File: src/hdl/slt_pkg.sv
package slt_pkg;

  // Sizes of the token counter and the keyword buffer.
  localparam int IDX_W       = 16;
  localparam int KW_MAX_LEN  = 5;
  localparam int LETTERS_W   = 8 * KW_MAX_LEN;
  localparam int WLEN_W      = $clog2(KW_MAX_LEN + 2);
  localparam int ACC_W       = 63;
  // Result fields carried on tdata; the token kind travels on tuser.
  localparam int RES_BITS    = 4 + ACC_W + 1 + 2 * IDX_W;
  localparam int TDATA_W     = ((RES_BITS + 7) / 8) * 8;
  localparam int NUM_KW      = 8;

  localparam logic [ACC_W-1:0] ACC_MAX = {ACC_W{1'b1}};

  // Token kinds.
  localparam logic [2:0] KIND_INT   = 3'd0;
  localparam logic [2:0] KIND_ADD   = 3'd1;
  localparam logic [2:0] KIND_SUB   = 3'd2;
  localparam logic [2:0] KIND_MUL   = 3'd3;
  localparam logic [2:0] KIND_DIV   = 3'd4;
  localparam logic [2:0] KIND_INTR  = 3'd5;
  localparam logic [2:0] KIND_PATCH = 3'd6;
  localparam logic [2:0] KIND_ERR   = 3'd7;

  // Intrinsic codes.
  localparam logic [3:0] IC_NONE = 4'd0;
  localparam logic [3:0] IC_DO    = 4'd5;
  localparam logic [3:0] IC_ELSE  = 4'd6;
  localparam logic [3:0] IC_END   = 4'd7;
  localparam logic [3:0] IC_EQ    = 4'd8;
  localparam logic [3:0] IC_LT    = 4'd9;
  localparam logic [3:0] IC_GT    = 4'd10;
  localparam logic [3:0] IC_NE    = 4'd11;

  // Characters with a meaning of their own.
  localparam logic [7:0] CH_SLASH = 8'h2F;
  localparam logic [7:0] CH_BANG  = 8'h21;
  localparam logic [7:0] CH_PLUS  = 8'h2B;
  localparam logic [7:0] CH_MINUS = 8'h2D;
  localparam logic [7:0] CH_STAR  = 8'h2A;
  localparam logic [7:0] CH_EQ    = 8'h3D;
  localparam logic [7:0] CH_LT    = 8'h3C;
  localparam logic [7:0] CH_GT    = 8'h3E;

  // Keyword spellings, packed first letter highest; index is the intrinsic code.
  localparam logic [LETTERS_W-1:0] KW_TEXT [NUM_KW] = '{
    LETTERS_W'(40'h7072696e74),  // print
    LETTERS_W'(40'h64726f70),    // drop
    LETTERS_W'(40'h647570),      // dup
    LETTERS_W'(40'h6966),        // if
    LETTERS_W'(40'h7768696c65),  // while
    LETTERS_W'(40'h646f),        // do
    LETTERS_W'(40'h656c7365),    // else
    LETTERS_W'(40'h656e64)       // end
  };
  localparam logic [WLEN_W-1:0] KW_LEN [NUM_KW] = '{
    WLEN_W'(5), WLEN_W'(4), WLEN_W'(3), WLEN_W'(2),
    WLEN_W'(5), WLEN_W'(2), WLEN_W'(4), WLEN_W'(3)
  };

  // One result item.
  typedef struct packed {
    logic [2:0]       kind;
    logic [3:0]       code;
    logic [ACC_W-1:0] value;
    logic             ovf;
    logic [IDX_W-1:0] num;
    logic [IDX_W-1:0] target;
    logic             last;
  } res_t;

  // All results caused by one input item.
  typedef struct packed {
    res_t [2:0] r;
    logic [1:0] cnt;
  } res_set_t;

  typedef struct packed {
    logic       hit;
    logic [3:0] code;
  } kw_hit_t;

  function automatic res_t mk_res(input logic [2:0] kind, input logic [3:0] code,
                                  input logic [ACC_W-1:0] value, input logic ovf,
                                  input logic [IDX_W-1:0] num,
                                  input logic [IDX_W-1:0] target);
    res_t r;
    r.kind   = kind;
    r.code   = code;
    r.value  = value;
    r.ovf    = ovf;
    r.num    = num;
    r.target = target;
    r.last   = 1'b0;
    return r;
  endfunction

  // Compare the buffered word against every keyword in parallel.
  function automatic kw_hit_t kw_lookup(input logic [LETTERS_W-1:0] letters,
                                        input logic [WLEN_W-1:0] len);
    kw_hit_t h;
    h.hit  = 1'b0;
    h.code = IC_NONE;
    for (int k = 0; k < NUM_KW; k++) begin
      if (letters == KW_TEXT[k] && len == KW_LEN[k]) begin
        h.hit  = 1'b1;
        h.code = 4'(k);
      end
    end
    return h;
  endfunction

endpackage

File: src/hdl/slt_core.sv
module slt_core (
  input  logic                clk,
  input  logic                rst_n,
  input  logic                step,
  input  logic                req_type,
  input  logic [7:0]          char_code,
  output slt_pkg::res_set_t   set
);

  typedef enum logic [5:0] {
    M_IDLE    = 6'b000001,
    M_NUMBER  = 6'b000010,
    M_WORD    = 6'b000100,
    M_SLASH   = 6'b001000,
    M_BANG    = 6'b010000,
    M_COMMENT = 6'b100000
  } mode_t;

  mode_t                              mode_r, mode_nxt;
  logic [slt_pkg::ACC_W-1:0]          acc_r, acc_nxt;
  logic                               ovf_r, ovf_nxt;
  logic [slt_pkg::LETTERS_W-1:0]      letters_r, letters_nxt;
  logic [slt_pkg::WLEN_W-1:0]         wlen_r, wlen_nxt;
  logic [slt_pkg::IDX_W-1:0]          tc_r, tc_nxt;
  logic [slt_pkg::IDX_W-1:0]          last_do_r, last_do_nxt;
  logic [slt_pkg::IDX_W-1:0]          last_else_r, last_else_nxt;
  logic                               halt_r, halt_nxt;

  logic                               eol;
  logic                               is_digit, is_letter;
  logic [3:0]                         digit;
  logic [slt_pkg::ACC_W+3:0]          acc_wide, acc_x10;
  slt_pkg::kw_hit_t                   kw;

  // Character classes and the next decimal accumulator value.
  assign eol       = req_type;
  assign is_digit  = (char_code >= 8'h30) && (char_code <= 8'h39);
  assign is_letter = ((char_code >= 8'h41) && (char_code <= 8'h5A)) ||
                     ((char_code >= 8'h61) && (char_code <= 8'h7A));
  assign digit     = char_code[3:0];
  assign acc_wide  = {4'b0, acc_r};
  assign acc_x10   = (acc_wide << 3) + (acc_wide << 1) +
                     (slt_pkg::ACC_W + 4)'(digit);
  assign kw        = slt_pkg::kw_lookup(letters_r, wlen_r);

  // One full lexer step: finish the pending token, then start on the character.
  always_comb begin
    logic       do_start;
    logic [1:0] n;
    logic [slt_pkg::IDX_W-1:0] self_idx;

    mode_nxt      = mode_r;
    acc_nxt       = acc_r;
    ovf_nxt       = ovf_r;
    letters_nxt   = letters_r;
    wlen_nxt      = wlen_r;
    tc_nxt        = tc_r;
    last_do_nxt   = last_do_r;
    last_else_nxt = last_else_r;
    halt_nxt      = halt_r;
    set           = '0;
    n             = 2'd0;
    do_start      = 1'b0;
    self_idx      = tc_r;

    if (halt_r) begin
      set.r[n] = slt_pkg::mk_res(slt_pkg::KIND_ERR, slt_pkg::IC_NONE, '0, 1'b0, tc_r, '0);
      n = n + 2'd1;
    end else begin
      unique case (mode_r)
        M_COMMENT: begin
          if (eol) begin
            mode_nxt = M_IDLE;
          end
        end
        M_NUMBER: begin
          if (!eol && is_digit) begin
            if (acc_x10[slt_pkg::ACC_W+3:slt_pkg::ACC_W] != 4'd0) begin
              acc_nxt = slt_pkg::ACC_MAX;
              ovf_nxt = 1'b1;
            end else begin
              acc_nxt = acc_x10[slt_pkg::ACC_W-1:0];
            end
          end else begin
            set.r[n] = slt_pkg::mk_res(slt_pkg::KIND_INT, slt_pkg::IC_NONE, acc_r, ovf_r,
                                       tc_nxt, '0);
            n = n + 2'd1;
            tc_nxt   = tc_nxt + 1'b1;
            mode_nxt = M_IDLE;
            do_start = !eol;
          end
        end
        M_WORD: begin
          if (!eol && is_letter) begin
            if (wlen_r < slt_pkg::WLEN_W'(slt_pkg::KW_MAX_LEN)) begin
              letters_nxt = {letters_r[slt_pkg::LETTERS_W-9:0], char_code};
              wlen_nxt    = wlen_r + 1'b1;
            end else begin
              wlen_nxt = slt_pkg::WLEN_W'(slt_pkg::KW_MAX_LEN + 1);
            end
          end else begin
            mode_nxt = M_IDLE;
            if (!kw.hit) begin
              // Unknown word: report an error and stop lexing until reset.
              halt_nxt = 1'b1;
              set.r[n] = slt_pkg::mk_res(slt_pkg::KIND_ERR, slt_pkg::IC_NONE, '0, 1'b0,
                                         tc_r, '0);
              n = n + 2'd1;
            end else begin
              self_idx = tc_r;
              set.r[n] = slt_pkg::mk_res(slt_pkg::KIND_INTR, kw.code, '0, 1'b0,
                                         self_idx, '0);
              n = n + 2'd1;
              tc_nxt = tc_r + 1'b1;
              if (kw.code == slt_pkg::IC_DO) begin
                last_do_nxt = self_idx;
              end else if (kw.code == slt_pkg::IC_ELSE) begin
                last_else_nxt = self_idx;
                set.r[n] = slt_pkg::mk_res(slt_pkg::KIND_PATCH, slt_pkg::IC_NONE, '0, 1'b0,
                                           last_do_r, self_idx + 1'b1);
                n = n + 2'd1;
              end else if (kw.code == slt_pkg::IC_END) begin
                set.r[n] = slt_pkg::mk_res(slt_pkg::KIND_PATCH, slt_pkg::IC_NONE, '0, 1'b0,
                                           last_else_r, self_idx);
                n = n + 2'd1;
              end
              do_start = !eol;
            end
          end
        end
        M_SLASH: begin
          if (!eol && char_code == slt_pkg::CH_SLASH) begin
            mode_nxt = M_COMMENT;
          end else begin
            set.r[n] = slt_pkg::mk_res(slt_pkg::KIND_DIV, slt_pkg::IC_NONE, '0, 1'b0,
                                       tc_nxt, '0);
            n = n + 2'd1;
            tc_nxt   = tc_nxt + 1'b1;
            mode_nxt = M_IDLE;
            do_start = !eol;
          end
        end
        M_BANG: begin
          mode_nxt = M_IDLE;
          if (!eol) begin
            if (char_code == slt_pkg::CH_EQ) begin
              set.r[n] = slt_pkg::mk_res(slt_pkg::KIND_INTR, slt_pkg::IC_NE, '0, 1'b0,
                                         tc_nxt, '0);
              n = n + 2'd1;
              tc_nxt = tc_nxt + 1'b1;
            end else begin
              do_start = 1'b1;
            end
          end
        end
        M_IDLE: begin
          do_start = !eol;
        end
        default: begin
          mode_nxt = M_IDLE;
          do_start = !eol;
        end
      endcase

      // Handle the character as the first one of a new token.
      if (do_start) begin
        mode_nxt = M_IDLE;
        priority if (is_digit) begin
          mode_nxt = M_NUMBER;
          acc_nxt  = slt_pkg::ACC_W'(digit);
          ovf_nxt  = 1'b0;
        end else if (is_letter) begin
          mode_nxt    = M_WORD;
          letters_nxt = slt_pkg::LETTERS_W'(char_code);
          wlen_nxt    = slt_pkg::WLEN_W'(1);
        end else if (char_code == slt_pkg::CH_SLASH) begin
          mode_nxt = M_SLASH;
        end else if (char_code == slt_pkg::CH_BANG) begin
          mode_nxt = M_BANG;
        end else if (char_code == slt_pkg::CH_PLUS || char_code == slt_pkg::CH_MINUS ||
                     char_code == slt_pkg::CH_STAR || char_code == slt_pkg::CH_EQ ||
                     char_code == slt_pkg::CH_LT || char_code == slt_pkg::CH_GT) begin
          set.r[n] = slt_pkg::mk_res(slt_pkg::KIND_INTR, slt_pkg::IC_NONE, '0, 1'b0,
                                     tc_nxt, '0);
          priority if (char_code == slt_pkg::CH_PLUS) begin
            set.r[n].kind = slt_pkg::KIND_ADD;
          end else if (char_code == slt_pkg::CH_MINUS) begin
            set.r[n].kind = slt_pkg::KIND_SUB;
          end else if (char_code == slt_pkg::CH_STAR) begin
            set.r[n].kind = slt_pkg::KIND_MUL;
          end else if (char_code == slt_pkg::CH_EQ) begin
            set.r[n].code = slt_pkg::IC_EQ;
          end else if (char_code == slt_pkg::CH_LT) begin
            set.r[n].code = slt_pkg::IC_LT;
          end else begin
            set.r[n].code = slt_pkg::IC_GT;
          end
          n = n + 2'd1;
          tc_nxt = tc_nxt + 1'b1;
        end else begin
          mode_nxt = M_IDLE;
        end
      end
    end

    // Mark the final result of this item.
    if (n != 2'd0) begin
      set.r[n - 2'd1].last = 1'b1;
    end
    set.cnt = n;
  end

  // Lexer state.
  always_ff @(posedge clk) begin
    if (!rst_n) begin
      mode_r      <= M_IDLE;
      acc_r       <= '0;
      ovf_r       <= 1'b0;
      letters_r   <= '0;
      wlen_r      <= '0;
      tc_r        <= '0;
      last_do_r   <= '0;
      last_else_r <= '0;
      halt_r      <= 1'b0;
    end else if (step) begin
      mode_r      <= mode_nxt;
      acc_r       <= acc_nxt;
      ovf_r       <= ovf_nxt;
      letters_r   <= letters_nxt;
      wlen_r      <= wlen_nxt;
      tc_r        <= tc_nxt;
      last_do_r   <= last_do_nxt;
      last_else_r <= last_else_nxt;
      halt_r      <= halt_nxt;
    end
  end

endmodule

File: src/hdl/slt_outq.sv
module slt_outq (
  input  logic               clk,
  input  logic               rst_n,
  input  logic               load,
  input  slt_pkg::res_set_t  set,
  input  logic               out_ready,
  output slt_pkg::res_t      head,
  output logic               out_valid,
  output logic               room
);

  slt_pkg::res_t [2:0] q_r, q_nxt;
  logic [1:0]          cnt_r, cnt_nxt;
  logic                pop;

  assign out_valid = (cnt_r != 2'd0);
  assign head      = q_r[0];
  assign pop       = out_valid && out_ready;
  // A new set may load once the last waiting item leaves in this cycle.
  assign room      = (cnt_r == 2'd0) || ((cnt_r == 2'd1) && pop);

  // Load a whole result set, or shift one item out toward the head.
  always_comb begin
    q_nxt   = q_r;
    cnt_nxt = cnt_r;
    if (load) begin
      q_nxt   = set.r;
      cnt_nxt = set.cnt;
    end else if (pop) begin
      q_nxt[0] = q_r[1];
      q_nxt[1] = q_r[2];
      cnt_nxt  = cnt_r - 2'd1;
    end
  end

  always_ff @(posedge clk) begin
    if (!rst_n) begin
      cnt_r <= 2'd0;
    end else begin
      cnt_r <= cnt_nxt;
    end
  end

  always_ff @(posedge clk) begin
    q_r <= q_nxt;
  end

endmodule

File: src/hdl/stack_language_tokenizer.sv
// Streaming tokenizer for a small stack language.
// Input channel (in_*): one item per source character; in_tuser high marks an
// end of line, otherwise in_tdata carries the character byte.
// Output channel (out_*): token items; out_tuser carries the token kind and
// out_tlast marks the final item caused by one input item. An input item
// causes zero to three output items.
// An accepted item is registered in the input register; its results load
// into the output queue when it steps the lexer, and show from there.
// Throughput: one input item per cycle while each item causes at most one
// result and the receiver is ready. An item causing two or three results
// holds the input until its last result leaves, since the
// three-entry output queue drains one result per cycle while the receiver
// is ready, and a new set loads in the cycle its last waiting item leaves.
// A stalled receiver holds out_tvalid and out_tdata; in_tready drops once the
// input register holds an item that cannot yet load into the queue.
// Reset (synchronous, rst_n low) clears the lexer state, the token count and
// the error halt, and empties both channels; no clearing pass is needed.
module stack_language_tokenizer (
  input  logic                        clk,
  input  logic                        rst_n,
  input  logic                        in_tvalid,
  output logic                        in_tready,
  input  logic [7:0]                  in_tdata,   // [7:0] char_code
  input  logic                        in_tuser,   // [0] req_type
  output logic                        out_tvalid,
  input  logic                        out_tready,
  // [3:0] intrinsic_code, [66:4] int_value, [67] value_overflow,
  // [83:68] token_number, [99:84] pair_target, rest zero
  output logic [slt_pkg::TDATA_W-1:0] out_tdata,
  output logic [2:0]                  out_tuser,  // [2:0] token_kind
  output logic                        out_tlast   // last_of_run
);

  logic              in_valid_r, in_valid_nxt;
  logic              in_type_r;
  logic [7:0]        in_char_r;
  logic              room;
  logic              step;
  slt_pkg::res_set_t set;
  slt_pkg::res_t     head;

  // The registered item steps the lexer when the queue can take its results.
  assign step      = in_valid_r && room;
  assign in_tready = !in_valid_r || step;

  always_comb begin
    in_valid_nxt = in_valid_r;
    if (in_tvalid && in_tready) begin
      in_valid_nxt = 1'b1;
    end else if (step) begin
      in_valid_nxt = 1'b0;
    end
  end

  always_ff @(posedge clk) begin
    if (!rst_n) begin
      in_valid_r <= 1'b0;
    end else begin
      in_valid_r <= in_valid_nxt;
    end
  end

  always_ff @(posedge clk) begin
    if (in_tvalid && in_tready) begin
      in_type_r <= in_tuser;
      in_char_r <= in_tdata;
    end
  end

  slt_core u_core (
    .clk       (clk),
    .rst_n     (rst_n),
    .step      (step),
    .req_type  (in_type_r),
    .char_code (in_char_r),
    .set       (set)
  );

  slt_outq u_outq (
    .clk       (clk),
    .rst_n     (rst_n),
    .load      (step),
    .set       (set),
    .out_ready (out_tready),
    .head      (head),
    .out_valid (out_tvalid),
    .room      (room)
  );

  // Pack the head result onto the output bus.
  assign out_tdata = {{(slt_pkg::TDATA_W - slt_pkg::RES_BITS){1'b0}},
                      head.target, head.num, head.ovf, head.value, head.code};
  assign out_tuser = head.kind;
  assign out_tlast = head.last;

endmodule

File: config.mk
export PLATFORM = sky130hd
export DESIGN_NAME = stack_language_tokenizer
export DESIGN_NICKNAME = d
export VERILOG_FILES = /design/src/hdl/slt_pkg.sv /design/src/hdl/slt_core.sv /design/src/hdl/slt_outq.sv /design/src/hdl/stack_language_tokenizer.sv
export SDC_FILE = /design/constraint.sdc
export NUM_CORES = 1
export LEC_CHECK = 0
export BUFFER_PORTS_ARGS = -buffer_cell sky130_fd_sc_hd__buf_2
export CAP_MARGIN = 20
export CORE_ASPECT_RATIO = 0.6
export CORE_MARGIN = 3
export CORE_UTILIZATION = 26
export DETAILED_ROUTE_END_ITERATION = 16
export GPL_TIMING_DRIVEN = 0
export PLACE_DENSITY = 0.4
export SYNTH_ARGS = -nofsm -noshare
export SYNTH_HDL_FRONTEND = slang
export SYNTH_HIERARCHICAL = 1
export SYNTH_SLANG_ARGS = --single-unit
File: constraint.sdc
create_clock -name clk -period 5.4 [get_ports clk]
set_clock_uncertainty 0.15 [all_clocks]
set_input_delay 0.81 -clock clk [delete_from_list [all_inputs] [get_ports clk]]
set_output_delay 0.81 -clock clk [all_outputs]
set_load 0.01 [all_outputs]
# Word-level counts from Yosys, hierarchy flattened
# Index checks and enable logic that the tools add are counted.
word_totals:
  register_bits: 486
  inputBits: 13
  out_inout_bits: 110
  word_cells: 264
classes:
  addsub: 8
  n_lt_le_gt_ge: 11
  eq_ne: 34
  n_mux: 134
  bitwise: 3
  n_reduce_logical: 40
op_table:
  columns: ["operator", "count"]
  rows:
  - ["312-bit two-way mux", 12]
  - ["312-bit bitwise mux", 8]
  - ["104-bit two-way mux", 13]
  - ["104-bit demux with 2-bit select", 4]
  - ["208-bit two-way mux", 4]
  - ["104-bit one-hot mux with 4 select lines", 1]
  - ["63-bit two-way mux", 5]
  - ["40-bit two-way mux", 6]
  - ["16-bit two-way mux", 13]
  - ["103-bit two-way mux", 1]
  - ["101-bit two-way mux", 1]
  - ["97-bit two-way mux", 1]
  - ["40-bit by 15-bit equality test with 1-bit output, second input constant", 2]
  - ["40-bit by 23-bit equality test with 1-bit output, second input constant", 2]
  - ["40-bit by 31-bit equality test with 1-bit output, second input constant", 2]
  - ["40-bit by 39-bit equality test with 1-bit output, second input constant", 2]
  - ["66-bit by 64-bit adder with 67-bit output", 1]
  - ["67-bit by 4-bit adder with 67-bit output", 1]
  - ["8-bit by 6-bit equality test with 1-bit output, second input constant", 8]
  - ["16-bit one-hot mux with 4 select lines", 1]
  - ["6-bit two-way mux", 8]
  - ["5-bit two-way mux", 9]
  - ["16-bit by 1-bit adder with 16-bit output, second input constant", 2]
  - ["2-bit two-way mux", 16]
  - ["other kinds (38)", 107]

# Longest topological paths before layout
depth:
  depth_word: 39
  ltp_mapped: 18
  ltp_nobuf: 17

# Modules after synthesis
# Netlist, hierarchy kept.
by_module_without_submodules:
  columns: ["mod", "n_inst", "cells_each", "area_each_um2", "seq_area_each_um2"]
  rows:
  - ["slt_core", 1, 2133, 15497.4, 3243.1]
  - ["slt_outq", 1, 666, 12883.6, 9409.0]
  - ["stack_language_tokenizer", 1, 20, 369.1, 290.3]

# Worst setup path before layout
# OpenSTA, ideal clock, no wires.
synth_timing:
  kind: "input-to-reg"
  startpoint: "in out_tready"
  endpoint: "reg u_outq.q_r (netlist bit u_outq/head[0]), enable pin"
  arrival_time_ns: 5.279
  path_slack_ns: -0.511
  stages: 6
  path_buffers: 2
  path_cell_list: "nand2_1 -> nand2_1 -> and2_2 -> buf_6 -> buf_6 -> or2_2"
synth_between:
  elab_chain_cells: 5
synth_rtl:
  columns: ["element", "line", "source"]
  rows:
  - ["start: declaration", "stack_language_tokenizer.sv:26", "input logic out_tready,"]
  - ["1-bit logical AND", "slt_outq.sv:18", "assign pop = out_valid && out_ready;"]
  - ["1-bit logical AND", "slt_outq.sv:20", "assign room = (cnt_r == 2'd0) || ((cnt_r == 2'd1) && pop);"]
  - ["1-bit logical OR", "slt_outq.sv:20", null]
  - ["net room", "stack_language_tokenizer.sv:37", "logic room;"]
  - ["1-bit logical AND", "stack_language_tokenizer.sv:43", "assign step = in_valid_r && room;"]
  - ["net step", "stack_language_tokenizer.sv:38", "logic step;"]
  - ["2-bit nonzero test (no line)", null, null]
  - ["end signal: assignment", "slt_outq.sv:45", "q_r <= q_nxt;"]
  - ["end: declaration", "slt_outq.sv:12", "slt_pkg::res_t [2:0] q_r, q_nxt;"]
# The timed path passes the listed nets, and every way through them passes these cells.
# A chain may end at the register's enable or synchronous reset.

# Worst setup path in the final report
layout_timing:
  startpoint: "reg in_char_r[3]"
  endpoint: "reg u_core/acc_r[23] (netlist name)"
layout_between:
  elab_chain_cells: 8
  elab_cells_between_ends: 29
  cone_classes: "add/sub (1); order compare (6); eq/ne (2); mux (12); reduce/logical (8)"
layout_rtl:
  columns: ["element", "line", "source"]
  rows:
  - ["start: declaration", "stack_language_tokenizer.sv:36", "logic [7:0] in_char_r;"]
  - ["start signal: assignment", "stack_language_tokenizer.sv:66", "in_char_r <= in_tdata;"]
  - ["branches (longest 7 deep; another with 67-bit by 4-bit adder with 67-bit output)", null, null]
  - ["63-bit two-way mux *", "slt_core.sv:166", "if (do_start) begin"]
  - ["end signal: assignment", "slt_core.sv:227", "acc_r <= acc_nxt;"]
  - ["end: declaration", "slt_core.sv:20", "logic [slt_pkg::ACC_W-1:0] acc_r, acc_nxt;"]
# Every way passes the cells marked *. The select of a mux whose other input is x is not followed.

==> flow_metrics.env <==
export IMPL_status="completed"
export IMPL_avgRoutedWirePerCell_um=20.0
export IMPL_place_ws_ns=-0.768
export IMPL_synth_top_area_cell="edfxtp_1"
export IMPL_setup_worst_path_end_class="register"
export IMPL_insertion_delay_ns=0.61
export IMPL_synth_edf_count=321
export IMPL_ant_nets=0
export IMPL_gp_congestion=0.876
export IMPL_seq_area_frac_synth=0.450
export IMPL_multi_input_area_um2=13500
export IMPL_drt_iter0_markers=1930
export IMPL_critical_path_arrival_ns=5.53
export IMPL_required_ns=5.72
export IMPL_grt_max_degree=59
export IMPL_final_nets=3323
export IMPL_synth_top_area_frac=0.335
export IMPL_drcViolationCount=0
export IMPL_netlist_area_um2=28800
export IMPL_rsz0062_at_grt="yes"
export IMPL_numPortBuffers=118
export IMPL_grt_overflow=0
export IMPL_seq_area_um2=12900
export IMPL_grt_pass1_wl_mm=138
export IMPL_ios=123
export IMPL_min_path_type="in2reg"
export IMPL_root_buffer="clkbuf_16"
export IMPL_vias=21900
export IMPL_drive_gt1_frac=0.247
export IMPL_setup_tns_ns=0
export IMPL_fmax_ghz=0.192
export IMPL_fin_crit_sh=0.965
export IMPL_die_w_um=435
export IMPL_area_growth_pct=17.9
export IMPL_p_per_area_nw_per_um2=283
export IMPL_slew_viol_final=0
export IMPL_crit_type="reg2reg"
export IMPL_slew_headroom=0.221
export IMPL_synth_ff_type="edfxtp_1"
export IMPL_start_util=0.265
export IMPL_hold_buffers=0
export IMPL_hold_viol=0
export IMPL_cts_num_sinks=486
export IMPL_htreeDepth=2
export IMPL_die_area_um2=115000
export IMPL_cellLeakagePower_nw=13.4
export IMPL_synthTopCellsByCount="edfxtp_1, buf_4, nand2_1"
export IMPL_ys_types=97
export IMPL_irDropWorstVdd_mv=0.247
export IMPL_totalWireLength_mm=93.9
export IMPL_clk_path_buf_depth=3
export IMPL_hpwl_mm=70.9
export IMPL_fillers=11400
export IMPL_tightest_slew_ns=1.17
export IMPL_rows=93
export IMPL_cp_start_kind="register"
export IMPL_fin_crit_ns=5.21
export IMPL_clk_pin_slew_ns=0.07
export IMPL_setup_viol_count_final=0
export IMPL_finalWorstSetupSlack_ns=0.191
export IMPL_cts_made_buffers=53
export IMPL_cts_tree="yes"
export IMPL_gr_usage_all_layers=0.159
export IMPL_core_area_um2=108000
export IMPL_syn_inst=2819
export IMPL_critPathMaxFanout=10
export IMPL_async_reset_ff_frac=0
export IMPL_viasPerCell=4.67
export IMPL_maxCapViolCount=0
export IMPL_grt_pass1_vias=20100
export IMPL_ys_ff_latch=486
export IMPL_avgSynthCellArea_um2=10.2
export IMPL_yosys_top_cells_area="edfxtp_1, dfxtp_1, mux2_2, buf_4, ha_1"
export IMPL_ys_warn_count=6
export IMPL_antenna_found_initial=4
export IMPL_synth_most_common_cell="edfxtp_1"
export IMPL_die_h_um=264
export IMPL_drt_pass1_iter_count=5
[where the power goes]
group | switching, mW | total [mW] | internal, mW
logic | 0.693 | 1.33 | 0.632
clock network | 1.63 | 3.74 | 2.11
registers | 0.0985 | 4.51 | 4.41
total | 2.42 | 9.58 | 7.15
[flip-flops by register name, indices dropped and copies added (netlist names)]
signal              count
u_core/last_else_r     16
u_core/last_do_r       16
u_core/ovf_r            1
u_core/halt_r           1
in_valid_r              1
in_char_r               8
in_type_r               1
u_outq/q_r            208
u_core/letters_r       40
u_core/tc_r            16
u_core/mode_r           6
u_outq/cnt_r            2
u_core/wlen_r           3
u_core/acc_r           63
u_outq/head           104
[routing by layer]
layer | global-route usage | vias to the layer above | part of all wire
met1 | 0.280 | 10600 | 0.58
met5 | 0 | - | 0
met2 | 0.182 | 633 | 0.34
met4 | 0.0236 | 0 | 0.013
li1 | - | 10600 | -
met3 | 0.0376 | 75 | 0.075
[area by class of cell]
class | count | area share
diodes | 3 | 0.000222
plain buffers | 425 | 0.0835
clock buffers | 75 | 0.0448
clock inverters | 24 | 0.00643
inverters | 50 | 0.00554
multi-input cells | 2019 | 0.399
flip-flops and latches | 486 | 0.382
well taps | 1472 | 0.0544
repair buffers | 133 | 0.0241
[repair_timing]
action	CTS	global route
gates cloned	0	0
pin swaps	0	2
setup buffers	0	3
resized for setup	17	36
endpoints found under the setup margin	115	152
[through the flow]
| step | hold slack [ns] | total power, mW | util | area (µm²) | cells |
|---|---|---|---|---|---|
| finish | 0.226 | 9.58 | 0.312 | 33900 | 4687 |
| floorplan | 0.282 | 5.44 | - | 29400 | 2983 |
| global placement | 0.288 | 5.94 | 0.293 | 31800 | 4573 |
| detailed placement | 0.296 | 5.94 | 0.295 | 32000 | 4582 |
| CTS | 0.163 | 9.79 | 0.311 | 33800 | 4680 |
| global route | 0.177 | 10.1 | 0.312 | 33900 | 4684 |
[cells by family after synthesis]
family                   after synthesis  share of synthesized area
AND/OR/NAND/NOR                      784                      0.139
AO/OA/AOI/OAI                        626                      0.134
flip-flops                           486                      0.450
buffers and inverters                478                      0.104
multiplexers                         221                     0.0860
adder cells (fa/ha/maj)              142                     0.0623
XOR/XNOR                              80                     0.0244
other                                  2                   0.000261
[worst max-delay path, cell delays in order, from the launching register on]
cell      delay (ns)
edfxtp_1        0.53
fa_1            0.63
ha_1            0.24
a21oi_1         0.20
nor2_1          0.11
o31ai_2         0.44
a31oi_1         0.24
or2_1           0.36
a21oi_1         0.39
o311ai_0        0.22
o211a_1         0.17
and4b_1         0.26
clkbuf_1        0.18
and2_1          0.15
clkbuf_1        0.25
buf_2           0.41
a21oi_1         0.13
[path summary, 6_finish.rpt]
| path | start | to | slack, ns | cells past startpoint |
|---|---|---|---|---|
| min reg2reg | u_core/last_do_r[4] | u_core/last_do_r[4] | 0.30 | 2 |
| max | in_char_r[3] | u_core/acc_r[23] | 0.19 | 16 |
| max reg2reg | in_char_r[3] | u_core/acc_r[23] | 0.19 | 16 |
| min | in_tdata[7] | in_char_r[7] | 0.23 | 1 |
[cells in the final DEF (no fill, tap or decap), types with 74 or more instances in the layout]
cell,n
a21oi_1,203
and2_1,74
buf_2,126
buf_4,274
clkbuf_1,124
conb_1,166
dfxtp_1,165
edfxtp_1,321
ha_1,140
mux2_2,209
nand2_1,210
nor2_1,191
o21ai_0,144
Note: power is estimated with default switching activity, not from simulation.
